==> config.mk <==
export PLATFORM = sky130hd
export DESIGN_NAME = asat_ctrl
export DESIGN_NICKNAME = d
export VERILOG_FILES = /design/src/hw/rtl/asat_pkg.sv /design/src/hw/rtl/asat_ctrl.sv
export SDC_FILE = /design/constraint.sdc
export NUM_CORES = 1
export LEC_CHECK = 0
export ABC_AREA = 0
export BUFFER_PORTS_ARGS = -buffer_cell sky130_fd_sc_hd__buf_4
export CAP_MARGIN = 20
export CORE_AREA = 2 2 39 41
export DETAILED_ROUTE_END_ITERATION = 7
export DIE_AREA = 0 0 41 43
export HOLD_SLACK_MARGIN = 0.08
export PLACE_DENSITY = 0.68
export SYNTH_ARGS = -nofsm -noshare
export SYNTH_HDL_FRONTEND = slang
export SYNTH_SLANG_ARGS = --single-unit
==> constraint.sdc <==
create_clock -name clock -period 1.3 [get_ports clock]
set_clock_uncertainty 0.05 [all_clocks]
set_input_delay 0.065 -clock clock [delete_from_list [all_inputs] [get_ports clock]]
set_output_delay 0.065 -clock clock [all_outputs]
set_load 0.03 [all_outputs]
==> src/hw/rtl/asat_pkg.sv <==
package asat_pkg;

   // Default table depths
   localparam int PtrEntriesDefault  = 1024;
   localparam int SiteEntriesDefault = 256;

   // Field widths
   localparam int FuncW    = 2;
   localparam int AddrW    = 64;
   localparam int SizeW    = 40;
   localparam int HashW    = 64;
   localparam int SlotW    = 8;
   localparam int StatW    = 3;
   localparam int TotalW   = 48;
   localparam int ReqDataW = 176;
   localparam int RspDataW = 152;

   // Function codes
   localparam logic [FuncW-1:0] FUNC_ALLOC  = 2'd0;
   localparam logic [FuncW-1:0] FUNC_FREE   = 2'd1;
   localparam logic [FuncW-1:0] FUNC_REPORT = 2'd2;

   // Status codes
   localparam logic [StatW-1:0] STATUS_RECORDED = 3'd0;
   localparam logic [StatW-1:0] STATUS_DUP      = 3'd1;
   localparam logic [StatW-1:0] STATUS_RELEASED = 3'd2;
   localparam logic [StatW-1:0] STATUS_UNKNOWN  = 3'd3;
   localparam logic [StatW-1:0] STATUS_FULL     = 3'd4;
   localparam logic [StatW-1:0] STATUS_VALID    = 3'd5;
   localparam logic [StatW-1:0] STATUS_EMPTY    = 3'd6;

   // Site table word
   typedef struct packed {
      logic              valid;
      logic [HashW-1:0]  key;
      logic [TotalW-1:0] bytes;
   } site_entry_type;

   localparam int SiteWordW = $bits(site_entry_type);

   typedef enum logic [3:0] {
      ST_CLEAR,
      ST_IDLE,
      ST_DISPATCH,
      ST_PSCAN,
      ST_PDONE,
      ST_SSCAN,
      ST_SDONE,
      ST_SRD,
      ST_SDAT,
      ST_EMPTY,
      ST_UNKNOWN,
      ST_COMMIT
   } state_type;

   typedef enum logic [2:0] {
      RES_EMPTY,
      RES_UNKNOWN,
      RES_REPORT,
      RES_DUP,
      RES_RELEASE,
      RES_RECORD
   } res_op_type;

   // Controller to datapath
   typedef struct packed {
      logic       clr;
      logic       load_item;
      logic       cnt_clr;
      logic       cnt_inc;
      logic       ptr_scan;
      logic       site_scan;
      logic       site_rd;
      logic       res_load;
      res_op_type res_op;
   } cmd_type;

   // Datapath to controller
   typedef struct packed {
      logic             clr_last;
      logic             ptr_last;
      logic             site_last;
      logic             p_hit;
      logic             slot_ok;
      logic             out_free;
      logic [FuncW-1:0] func;
   } sts_type;

endpackage

==> src/hw/rtl/asat_ctrl.sv <==
module asat_ctrl import asat_pkg::*; (
   input  logic    clock,
   input  logic    reset,
   input  logic    req_tvalid,
   output logic    req_tready,
   input  sts_type sts,
   output cmd_type cmd
);

   state_type state_ff, state_in;

   always_ff @(posedge clock) begin
      if (reset) begin
         state_ff <= ST_CLEAR;
      end else begin
         state_ff <= state_in;
      end
   end

   // Next state and commands
   always_comb begin
      state_in   = state_ff;
      cmd        = '0;
      cmd.res_op = RES_EMPTY;
      req_tready = 1'b0;
      unique case (state_ff)
         ST_CLEAR: begin
            cmd.clr     = 1'b1;
            cmd.cnt_inc = 1'b1;
            if (sts.clr_last) state_in = ST_IDLE;
         end
         ST_IDLE: begin
            req_tready = 1'b1;
            if (req_tvalid) begin
               cmd.load_item = 1'b1;
               cmd.cnt_clr   = 1'b1;
               state_in      = ST_DISPATCH;
            end
         end
         ST_DISPATCH: begin
            unique case (sts.func)
               FUNC_ALLOC, FUNC_FREE: state_in = ST_PSCAN;
               FUNC_REPORT:           state_in = sts.slot_ok ? ST_SRD : ST_EMPTY;
               default:               state_in = ST_IDLE;
            endcase
         end
         ST_PSCAN: begin
            cmd.ptr_scan = 1'b1;
            cmd.cnt_inc  = 1'b1;
            if (sts.ptr_last) state_in = ST_PDONE;
         end
         ST_PDONE: begin
            cmd.cnt_clr = 1'b1;
            if (sts.p_hit) begin
               state_in = ST_SRD;
            end else if (sts.func == FUNC_ALLOC) begin
               state_in = ST_SSCAN;
            end else begin
               state_in = ST_UNKNOWN;
            end
         end
         ST_SSCAN: begin
            cmd.site_scan = 1'b1;
            cmd.cnt_inc   = 1'b1;
            if (sts.site_last) state_in = ST_SDONE;
         end
         ST_SDONE: begin
            state_in = ST_COMMIT;
         end
         ST_SRD: begin
            cmd.site_rd = 1'b1;
            state_in    = ST_SDAT;
         end
         ST_SDAT: begin
            unique case (sts.func)
               FUNC_ALLOC: cmd.res_op = RES_DUP;
               FUNC_FREE:  cmd.res_op = RES_RELEASE;
               default:    cmd.res_op = RES_REPORT;
            endcase
            if (sts.out_free) begin
               cmd.res_load = 1'b1;
               state_in     = ST_IDLE;
            end
         end
         ST_EMPTY: begin
            cmd.res_op = RES_EMPTY;
            if (sts.out_free) begin
               cmd.res_load = 1'b1;
               state_in     = ST_IDLE;
            end
         end
         ST_UNKNOWN: begin
            cmd.res_op = RES_UNKNOWN;
            if (sts.out_free) begin
               cmd.res_load = 1'b1;
               state_in     = ST_IDLE;
            end
         end
         ST_COMMIT: begin
            cmd.res_op = RES_RECORD;
            if (sts.out_free) begin
               cmd.res_load = 1'b1;
               state_in     = ST_IDLE;
            end
         end
         default: begin
            state_in = ST_IDLE;
         end
      endcase
   end

endmodule

==> metrics <==
status finished, violations left; failing checks setup timing; P&R area growth vs syn 135.7%; Placer Congestion roughly 0.88; CP Launch Type register; DP Cell Count approximately 120; final non-filler cell total 138; power per standard cell area approximately 940 nW/um^2; first-pass GRT wire length ~3.3 mm; Worst Setup End Kind primary output; Clock Tree Buf Depth 2; Largest regs state_ff: 4 flops; Pwr Total about 0.0011 W; worst vdd ir ~670 uV; Reg with most FFs state_ff; largest net degree at the start of global routing 12; FP Rows 14; fin nets about 140; final setup vio count 16; DR pass1 iterations 4; max reg flops 4; Clock Sink Count 4; Via density approximately 5.7; Synthesized Nets 86; max-cap violations 0; most common cell after layout, fill and taps aside buf_4; Starting Density between 30% and 40%; depth of the most critical reg-to-reg path 4; post-route ant nets 0; DRC violations left 0; multi-input logic area between 500 and 600 um^2; Slew Limit Headroom about three quarters; Num CTS Buffers 3; register area share after synthesis 16.33%; final hold viol count 0; Worst Path Arrival 1.37 ns; die height 43 um; RSZ-0062 raised after global routing true; Leak 0.4900 nW; vias in the first global route between 700 and 800; CTS tree built; Clock Latency Late Sink between 0.2 and 0.3 ns; antenna cells 0; critical path data required time roughly 1.2 ns; routed via count just under 800; DR iter-0 viols 26; wire per inst roughly 15 um; final wirelength roughly 2.1 mm; Chip Width 41 um; initial antenna violation count 0; placed cell area 854.6 um^2; min Tclk post-route 1.482 ns; Yosys reg bits 4; hold crit path type primary input to register; Total GRT Usage between 20% and 30%; setup ws final -0.1821 ns; H-tree levels 1; fin crit share 114.0%; yosys warns 0; Die Area 1763 um^2; hpwl dp between 1 and 1.5 mm; max-slew violations 0; WS Path Type register to primary output; core region area ~1400 um^2; highest-count cells in the layout ignoring fill and taps 28 x buf_4, 19 x buf_6, 6 x nor2_1; Avg Inst Size Synth approximately 6.5 um^2; layout cells sized above 1 between 60% and 70%; maximum fanout along the worst path 5; Worst Hold Path Cells 4; clock-pin slew on the worst setup and hold paths about 0.040 ns; post-synthesis cell area approximately 490 um^2; Synth Instances 75; register area ~93 um^2; Root Buffer Master clkbuf_4; Layout fillers 88; Ports 23; Unique masters post-synth 33; port bufs 22; Max Fclk approximately 0.67 GHz; Finished Cell Area 1156 um^2; global route overflow 0; Least-Margin Pin Slew a little under 0.4 ns
==> per-stage QoR <==
stage	hold WS, ns	setup WS [ns]	TNS [ns]	util [%]
detailed placement	0.2218	-0.1270	-0.3806	61.75
global placement	0.2238	-0.1025	-0.3137	61.75
global route	0.1384	-0.2331	-2.556	83.54
CTS	0.1145	-0.1828	-1.751	77.40
finish	0.1175	-0.1821	-1.702	83.54
floorplan	0.08600	-0.1019	-0.3068	-
==> layer usage <==
layer / GRT usage [%] / vias to the layer above / share of wire (%)
li1: - / 380 / -
met1: 30.45 / 371 / 38
met2: 46.88 / 31 / 56
met3: 8.377 / 3 / 5.3
met4: 4.667 / 0 / 0.57
met5: 0 / - / 0
==> Yosys cell counts <==
| library cell | n | area (um^2) |
|---|---|---|
| nor4_1 | 2 | 12.51 |
| buf_2 | 6 | 30.03 |
| nor3_1 | 10 | 50.05 |
| o21a_1 | 1 | 7.510 |
| nand4_1 | 1 | 6.260 |
| a211oi_1 | 1 | 7.510 |
| nand4b_1 | 1 | 8.760 |
| and3b_1 | 1 | 8.760 |
| o21ai_0 | 1 | 5.000 |
| and3_1 | 1 | 6.260 |
| or3_1 | 1 | 6.260 |
| o41ai_1 | 1 | 8.760 |
| nand2_1 | 3 | 11.26 |
| o21ai_1 | 1 | 5.000 |
| a311o_1 | 1 | 10.01 |
| o311ai_0 | 1 | 8.760 |
| nor2_1 | 11 | 41.29 |
| nand2b_1 | 4 | 25.02 |
| a21oi_1 | 4 | 20.02 |
| mux2_2 | 1 | 11.26 |
| a221o_1 | 1 | 10.01 |
| inv_2 | 1 | 3.750 |
| dfxtp_1 | 4 | 80.08 |
| o31ai_1 | 1 | 7.510 |
| o221a_1 | 1 | 11.26 |
| o22a_1 | 1 | 8.760 |
| o311a_1 | 1 | 10.01 |
| inv_1 | 4 | 15.01 |
| a31oi_1 | 2 | 12.51 |
| nand3_1 | 2 | 10.01 |
| mux2i_1 | 1 | 10.01 |
| a2111oi_0 | 1 | 8.760 |
| nor2b_1 | 2 | 12.51 |
==> power by group <==
| part | total (W) | internal, W | leakage [nW] | switching, W |
|---|---|---|---|---|
| Sequential | 0.000179 | 0.000141 | 0.0352 | 0.0000374 |
| Clock | 0.000166 | 0.000104 | 0.0138 | 0.0000623 |
| Combinational | 0.000746 | 0.000378 | 0.441 | 0.000368 |
==> worst paths after layout <==
path	slack, ns	endpoint	start
min reg2reg	0.52	state_ff[1]	state_ff[3]
max reg2reg	-0.13	state_ff[2]	state_ff[1]
max	-0.18	cmd[8]	state_ff[2]
min	0.12	state_ff[3]	sts[4]
==> worst max-delay path, stage by stage (launching register included) <==
cell	delay, ns
dfxtp_4	0.35
buf_12	0.13
mux2_4	0.30
nor3_4	0.18
buf_6	0.15
==> timing repair <==
item / in CTS / in global routing
resized for setup: 22 / 24
pin swaps: 5 / 6
endpoints found under the hold margin: 4 / 0
gates cloned: 1 / 0
hold buffers: 2 / 0
setup endpoints to repair: 15 / 16
setup buffers: 9 / 2
==> cell type report <==
| type | instances | share of cell area [%] |
|---|---|---|
| Tap cell | 16 | 1.732 |
| Timing Repair Buffer | 50 | 40.15 |
| Multi-Input combinational cell | 60 | 46.54 |
| Sequential cell | 4 | 8.009 |
| Inverter | 5 | 1.623 |
| Clock buffer | 3 | 1.948 |
==> cells by family after synthesis <==
family          Yosys count  share of synthesized area (%)
simple gates             39                          40.56
buf+inv                  11                          9.948
compound gates           19                          28.83
flops                     4                          16.33
mux                       2                          4.337
Note: power is estimated with default switching activity, not from simulation.
